File: src/design/chrl_pkg.sv
// chrl_pkg: shared types, widths and codes for the hash ring lookup core
// used by chrl_cell and consistent_hash_ring_lookup_core; no dependencies

package chrl_pkg;

    // field widths fixed by the stream format
    localparam int KEY_W    = 32;
    localparam int OWNER_W  = 4;
    localparam int CMD_W    = 2;
    localparam int STATUS_W = 3;

    // default table size
    localparam int CAPACITY_DEF = 64;

    // stream word widths, padded to whole bytes
    localparam int IN_W  = 40;
    localparam int OUT_W = 8;

    // command codes
    localparam logic [CMD_W-1:0] CMD_INSERT = 2'd0;
    localparam logic [CMD_W-1:0] CMD_DELETE = 2'd1;
    localparam logic [CMD_W-1:0] CMD_LOOKUP = 2'd2;
    localparam logic [CMD_W-1:0] CMD_NOP    = 2'd3;

    // status codes
    localparam logic [STATUS_W-1:0] ST_DONE   = 3'd0;
    localparam logic [STATUS_W-1:0] ST_DUP    = 3'd1;
    localparam logic [STATUS_W-1:0] ST_ABSENT = 3'd2;
    localparam logic [STATUS_W-1:0] ST_FULL   = 3'd3;
    localparam logic [STATUS_W-1:0] ST_EMPTY  = 3'd4;

    // broadcast control from the sequencer to every cell
    typedef struct packed {
        logic               cmp;
        logic               ins;
        logic               del;
        logic [KEY_W-1:0]   key;
        logic [OWNER_W-1:0] owner;
    } cell_ctrl_t;

    // what one cell shows its neighbors
    typedef struct packed {
        logic [KEY_W-1:0]   key;
        logic [OWNER_W-1:0] owner;
        logic               valid;
        logic               lt;
        logic               gt;
    } cell_nbr_t;

endpackage

File: src/design/chrl_cell.sv
// chrl_cell: one slot of the sorted ring table, with its compare flags
// depends on chrl_pkg for the control and neighbor structs

module chrl_cell
(
    input  logic                          clk,
    input  logic                          rst_n,
    input  chrl_pkg::cell_ctrl_t          ctrl,
    input  chrl_pkg::cell_nbr_t           left,
    input  chrl_pkg::cell_nbr_t           right,
    output chrl_pkg::cell_nbr_t           nbr,
    output logic                          eq,
    output logic                          hit,
    output logic [chrl_pkg::OWNER_W-1:0]  hit_owner
);

    logic [chrl_pkg::KEY_W-1:0]   key_reg,   key_next;
    logic [chrl_pkg::OWNER_W-1:0] owner_reg, owner_next;
    logic                         valid_reg, valid_next;
    logic                         lt_reg,    lt_next;
    logic                         eq_reg,    eq_next;
    logic                         gt_reg,    gt_next;

    // compare against the broadcast key, then shift toward a neighbor
    always_comb
    begin
        key_next   = key_reg;
        owner_next = owner_reg;
        valid_next = valid_reg;
        lt_next    = lt_reg;
        eq_next    = eq_reg;
        gt_next    = gt_reg;
        if (ctrl.cmp)
        begin
            lt_next = valid_reg && (key_reg < ctrl.key);
            eq_next = valid_reg && (key_reg == ctrl.key);
            gt_next = valid_reg && (key_reg > ctrl.key);
        end
        else if (ctrl.ins && !lt_reg)
        begin
            // first slot not below the key takes the new entry, the rest move up
            if (left.lt)
            begin
                key_next   = ctrl.key;
                owner_next = ctrl.owner;
                valid_next = 1'b1;
            end
            else
            begin
                key_next   = left.key;
                owner_next = left.owner;
                valid_next = left.valid;
            end
        end
        else if (ctrl.del && !lt_reg)
        begin
            // matching slot and all above take their right neighbor
            key_next   = right.key;
            owner_next = right.owner;
            valid_next = right.valid;
        end
    end

    // control state
    always_ff @(posedge clk or negedge rst_n)
    begin
        if (!rst_n)
        begin
            valid_reg <= 1'b0;
            lt_reg    <= 1'b0;
            eq_reg    <= 1'b0;
            gt_reg    <= 1'b0;
        end
        else
        begin
            valid_reg <= valid_next;
            lt_reg    <= lt_next;
            eq_reg    <= eq_next;
            gt_reg    <= gt_next;
        end
    end

    // payload
    always_ff @(posedge clk)
    begin
        key_reg   <= key_next;
        owner_reg <= owner_next;
    end

    // neighbor view and lookup hit (first slot above the key)
    assign nbr.key   = key_reg;
    assign nbr.owner = owner_reg;
    assign nbr.valid = valid_reg;
    assign nbr.lt    = lt_reg;
    assign nbr.gt    = gt_reg;
    assign eq        = eq_reg;
    assign hit       = gt_reg && !left.gt;
    assign hit_owner = hit ? owner_reg : '0;

endmodule

File: config.mk
export PLATFORM = sky130hd
export DESIGN_NAME = chrl_cell
export DESIGN_NICKNAME = d
export VERILOG_FILES = /design/src/design/chrl_pkg.sv /design/src/design/chrl_cell.sv
export SDC_FILE = /design/constraint.sdc
export NUM_CORES = 1
export LEC_CHECK = 0
export ABC_AREA = 1
export BUFFER_PORTS_ARGS = -buffer_cell sky130_fd_sc_hd__buf_2
export CORE_UTILIZATION = 35
export CTS_CLUSTER_SIZE = 28
export DETAILED_ROUTE_END_ITERATION = 10
export PLACE_DENSITY_LB_ADDON = 0.3
export SYNTH_ARGS = -nofsm -noshare
export SYNTH_HDL_FRONTEND = slang
export SYNTH_SLANG_ARGS = --single-unit
export TNS_END_PERCENT = 10
File: constraint.sdc
create_clock -name clk -period 3.5 [get_ports clk]
set_clock_uncertainty 0.1 [all_clocks]
set_input_delay 0.175 -clock clk [delete_from_list [all_inputs] [get_ports clk]]
set_output_delay 0.175 -clock clk [all_outputs]
set_load 0.01 [all_outputs]
## Yosys cells after proc, flatten, opt, wreduce, memory -nomap -nowiden

Index checks and enable logic that the tools add are counted.

- $lt $le $gt $ge: 2
- Equal/unequal tests: 1
- Multiplexer cells: 10
- Bitwise logic cells: 1
- Reductions and logical operators: 10

Operator list:

| cell | count |
|---|---|
| $mux W32 | 3 |
| $eq A32 B32 Y1 | 1 |
| $gt A32 B32 Y1 | 1 |
| $lt A32 B32 Y1 | 1 |
| $mux W4 | 4 |
| $logic_and A1 B1 Y1 | 6 |
| $mux W1 | 3 |
| $logic_not A1 Y1 | 2 |
| $reduce_and A2 Y1 | 1 |
| $reduce_bool A2 Y1 | 1 |
| $not A1 Y1 | 1 |

- Register bits after elaboration: 40
- Bits of input ports: 119
- Output and inout port bits: 45
- Logic and storage cells: 30

## Logic depth before layout (Yosys ltp)

- Word-level depth: 4
- Depth in mapped cells: 15

## Worst setup path after synthesis

No wires, ideal clock.

- Path kind: flip-flop to flip-flop
- Start: register lt_reg
- End: register key_reg[0] (netlist bit) (enable)
- Setup time: 0.478 ns
- Data arrival time: 3.011 ns
- Required time: 2.922 ns
- Setup slack: -0.089 ns
- Stages on the path, launching flop included: 2
- Path buffers: 0
- Clock period less this slack: 3.589 ns
- Path through: dfrtp_1 nor3_1

- Word-level cells in the longest chain between the ends: 4
- Elaborated cells between the ends (all ways): 5

Ends and longest elaborated chain:

| item | RTL line | source |
|---|---|---|
| start: declaration | chrl_cell.sv:20 | `logic lt_reg, lt_next;` |
| start signal: assignment | chrl_cell.sv:77 | `lt_reg <= lt_next;` |
| $logic_not A1 Y1 * | chrl_cell.sv:39, chrl_cell.sv:55 |  |
| $logic_and A1 B1 Y1, on equally long branches | chrl_cell.sv:39, chrl_cell.sv:55 |  |
| $reduce_bool A2 Y1 (no source line) * | - |  |
| $reduce_and A2 Y1 (no source line) * | - |  |
| end signal: assignment | chrl_cell.sv:86 | `key_reg <= key_next;` |
| end: declaration | chrl_cell.sv:17 | `logic [chrl_pkg::KEY_W-1:0] key_reg, key_next;` |

Mark *: on every way between the ends. The rest lies on a longest branch, timed or not.
A chain may end at the register's enable or synchronous reset.

## Final worst setup path

- Start: register key_reg[30] (netlist bit)
- End: register gt_reg

- Word-level cells in the longest chain between the ends: 2

Ends and longest elaborated chain:

| item | RTL line | source |
|---|---|---|
| $gt A32 B32 Y1 | chrl_cell.sv:37 | `gt_next = valid_reg && (key_reg > ctrl.key);` |
| $logic_and A1 B1 Y1 | chrl_cell.sv:37 |  |
| end signal: assignment | chrl_cell.sv:79 | `gt_reg <= gt_next;` |
| end: declaration | chrl_cell.sv:22 | `logic gt_reg, gt_next;` |

Every way passes these cells.

==> metrics.sh <==
SYNTH_TOP_AREA_SHARE=0.370
OUTCOME='finished, final reports clean'
DETAIL_ROUTE.DRC_VIOLATIONS=0
POSTROUTEWIRELENGTH_MM=7.82
YOSYS_MOST_USED_DFF='sky130_fd_sc_hd__edfxtp_1'
WL_PER_CELL_UM=12.4
PATH_CLASS='reg -> reg'
ANTENNA_FOUND_INITIAL=0
FIRST_ITER_VIOLATIONS=90
POWER.IR.VDD_WORST_mV=0.153
FLOORPLAN.DIE.HEIGHT_UM=93.3
WORST_HOLD_PATH.NUM_CELLS=3
POST-PLACE-CELLS=623
DRT.ANTENNA.VIOLATING_NETS=0
CTS-ROOT-TO-SINK-BUFFERS=2
FINALHOLDVIOLATIONS=0
TIMING.CRITICAL_PATH.CELLS='ha_1 > nand2_2 > nor3_2 > nand2_1 > nor3_2 > nor2_1 > nand2_1 > nand2_1'
CRIT_PATH_MAX_INCR_DELAY_NS=0.42
CP_DATA_ARRIVAL_TIME_NS=1.87
FP.DIEAREA_UM2=8710
WORSTMARGINPINSLEW_NS=0.663
STATIC-LEAKAGE-POWER_nW=2.06
ROUTED-VIA-COUNT=3015
GLOBAL_ROUTE_WIRE_LENGTH_BEFORE_REPAIR_MM=12.7
ROOT_BUFFER='sky130_fd_sc_hd__clkbuf_8'
DP_HPWL_MM=5.97
CTS-HTREE-LEVELS=2
YOSYSTOPAREACELL='sky130_fd_sc_hd__edfxtp_1'
IO-PIN-COUNT=164
POST_SYNTH_MAIN_AREA_CONTRIBUTORS='sky130_fd_sc_hd__edfxtp_1, sky130_fd_sc_hd__ha_1, sky130_fd_sc_hd__o21ai_1'
TIMING.CRITICAL_PATH.FROM_TYPE='flop'
DIE_WIDTH_UM=93.3
AREA_GROWTH_SYN_TO_FIN_PCT=34.7
MULTIPLEXER_FRACTION_OF_THE_SYNTHESIZED_CELL_AREA=0
ANTENNA_CELLS_INSERTED=0
SYN_NETS=524
DRIVE_ABOVE_1_SHARE=0.347
R2R_END='gt_reg'
SYNTH-ADDER-AREA-SHARE=0.137
HOLD_START='right[19]'
YOSYSUNIQUECELLTYPES=24
LARGEST_REGISTER_FFS=32
TOP_CELLS_BY_COUNT_SYNTH='sky130_fd_sc_hd__nand2_1, sky130_fd_sc_hd__o21ai_1, sky130_fd_sc_hd__nor2_1'
LAYOUT_MIN_CYCLE_TIME_NS=1.79
MOST_COMMON_CELL_IN_THE_NETLIST='sky130_fd_sc_hd__nand2_1'
SETUP_TNS_NS=0
SYNTH.AVG_CELL_AREA_UM2=7.82
SYNTHESIS.INSTANCES=373
TIMING.REG2REG.SETUP_SLACK_NS=1.71
GRT_START_MAX_NET_PINS=39
FIRST_PASS_DRT_ITERATIONS=4
POST_CTS_BUFFERS=0
WORSTPATHMAXFANOUT=3
WORST_EP_REQUIRED_TIME_NS=3.58
LARGEST_FAMILY_OF_LOGIC_CELLS_BY_SYNTHESIZED_AREA='simple AND/OR/NAND/NOR gates'
TRITONCTS='done'
FP-ROW-COUNT=32
INITIAL_UTILIZATION=0.370
FINALSETUPVIOLCOUNT=0
GRT_OVERFLOW=0
CTS_BUFFERS=5
POST_DRT_VIA_CELL_RATIO=4.77
WORST_SETUP_HOLD_PATH_CLK_SLEW_NS=0.08
SYNTHESIZED_AREA_FRACTION_OCCUPIED_BY_XOR_AND_XNOR_CELLS=0
VIAS_IN_THE_FIRST_GLOBAL_ROUTE=2877
SYNTH-SEQ-CELLS=40
MAX_CAP_VIOL_COUNT=0
TIMING.HOLD.WORST.CLASS='in -> reg'
END_KIND='flop'
R2R.WORST_PATH.CELLS=8
IO_BUFFERS=161
FMAX_MHz=559
POWER_DENSITY_nW_PER_UM2=414
CTS.SINK_COUNT=40
CRITICAL_PATH.SLOWEST_CELL='sky130_fd_sc_hd__edfxtp_1'
CLK_LATENCY_NS=0.29
HOLD-PATH-ENDPOINT='key_reg[12]'
YS.WARNINGS.COUNT=0
MAXSLEWHEADROOM=0.558
SYNTH_SEQ_AREA_SHARE=0.405
COMPLEX_GATE_FRACTION_OF_THE_SYNTHESIZED_AREA=0.167
CRIT_PATH_START='key_reg[30]'
FINAL_CELL_COUNT_NO_FILL=632
NUM-NETS-FINAL=680
GRT_USE_TOTAL=0.184
SYNTH_ENABLE_FLOP_CELLS=36
NETLIST_AREA_UM2=2920
MIN_PERIOD_OVER_PERIOD=0.511
GRT_SETUP_UNREPAIRED='no'
SYNTH_ASYNC_SR_FLOP_SHARE=0.100
FINAL_ESTIMATED_ROUTING_CONGESTION_IN_GLOBAL_PLACEMENT=0.788
SLEW_VIOL_FINAL=0
CELL_OCCURRING_MOST_OFTEN_ALONG_THE_WORST_TIMING_PATH='sky130_fd_sc_hd__nand2_1'
SYNTH-SIMPLE-AREA-SHARE=0.195
REGTOREGSTARTPOINT='key_reg[30]'
CORE-AREA_UM2=7890
-- through the flow --
step	utilization	hold slack, ns	total power [mW]	setup slack, ns	cell area, um2
floorplan	-	-0.221	1.02	1.04	2920
global placement	0.481	-0.120	1.20	1.79	3790
detailed placement	0.481	-0.118	1.22	1.73	3790
CTS	0.498	0.0531	1.65	1.71	3930
global route	0.498	0.0636	1.75	1.56	3930
finish	0.498	0.0636	1.63	1.71	3930
-- worst max-delay path by stage --
stage and to:
2_1_floorplan key_reg[0], 3_3_place_gp gt_reg, 3_5_place_dp gt_reg, 4_1_cts gt_reg, 5_1_grt gt_reg, 6_report gt_reg
-- per-layer routing --
metal / vias to the layer above / routed length [um] / GRT usage
met5: - / 0 / 0
met4: 0 / 84 / 0.0590
met3: 7 / 435 / 0.0407
met2: 96 / 4040 / 0.333
met1: 1365 / 3260 / 0.214
li1: 1547 / - / -
-- cells by family after synthesis --
family / count (synthesis)
simple gates: 140
compound gates: 95
buf+inv: 66
flops: 40
fa+ha+maj: 32
-- cell type report --
cell class / count / area [um2]
well taps: 102 / 128
multi-input cells: 267 / 1470
inverters: 49 / 184
repair buffers: 166 / 846
clock buffers: 7 / 96.3
fillers: 801 / 3960
flip-flops and latches: 40 / 1180
clock inverters: 1 / 30.0
-- report_power, final --
part | switching, mW | internal [mW] | total (mW)
clock network | 0.170 | 0.252 | 0.422
logic | 0.317 | 0.225 | 0.542
registers | 0.0421 | 0.620 | 0.662
total | 0.530 | 1.10 | 1.63
-- layout by cell type (no fill, tap or decap), drive strengths merged, types with 3 or more instances in the layout --
master,n
a21oi,14
buf,165
clkbuf,7
dfrtp,4
edfxtp,36
ha,32
inv,49
nand2,77
nand3,3
nor2,53
nor3,4
o21ai,76
-- critical path: cells and delay by family (launching register included) --
| kind | cells | cell delay, ns |
|---|---|---|
| adder cells (fa/ha/maj) | 1 | 0.31 |
| AND/OR/NAND/NOR | 7 | 0.86 |
| flip-flops | 1 | 0.42 |
-- timing repair --
action	in CTS	in global routing
hold buffers	1	0
hold endpoints to repair	4	0
resized for setup	0	0
Note: power is estimated with default switching activity, not from simulation.
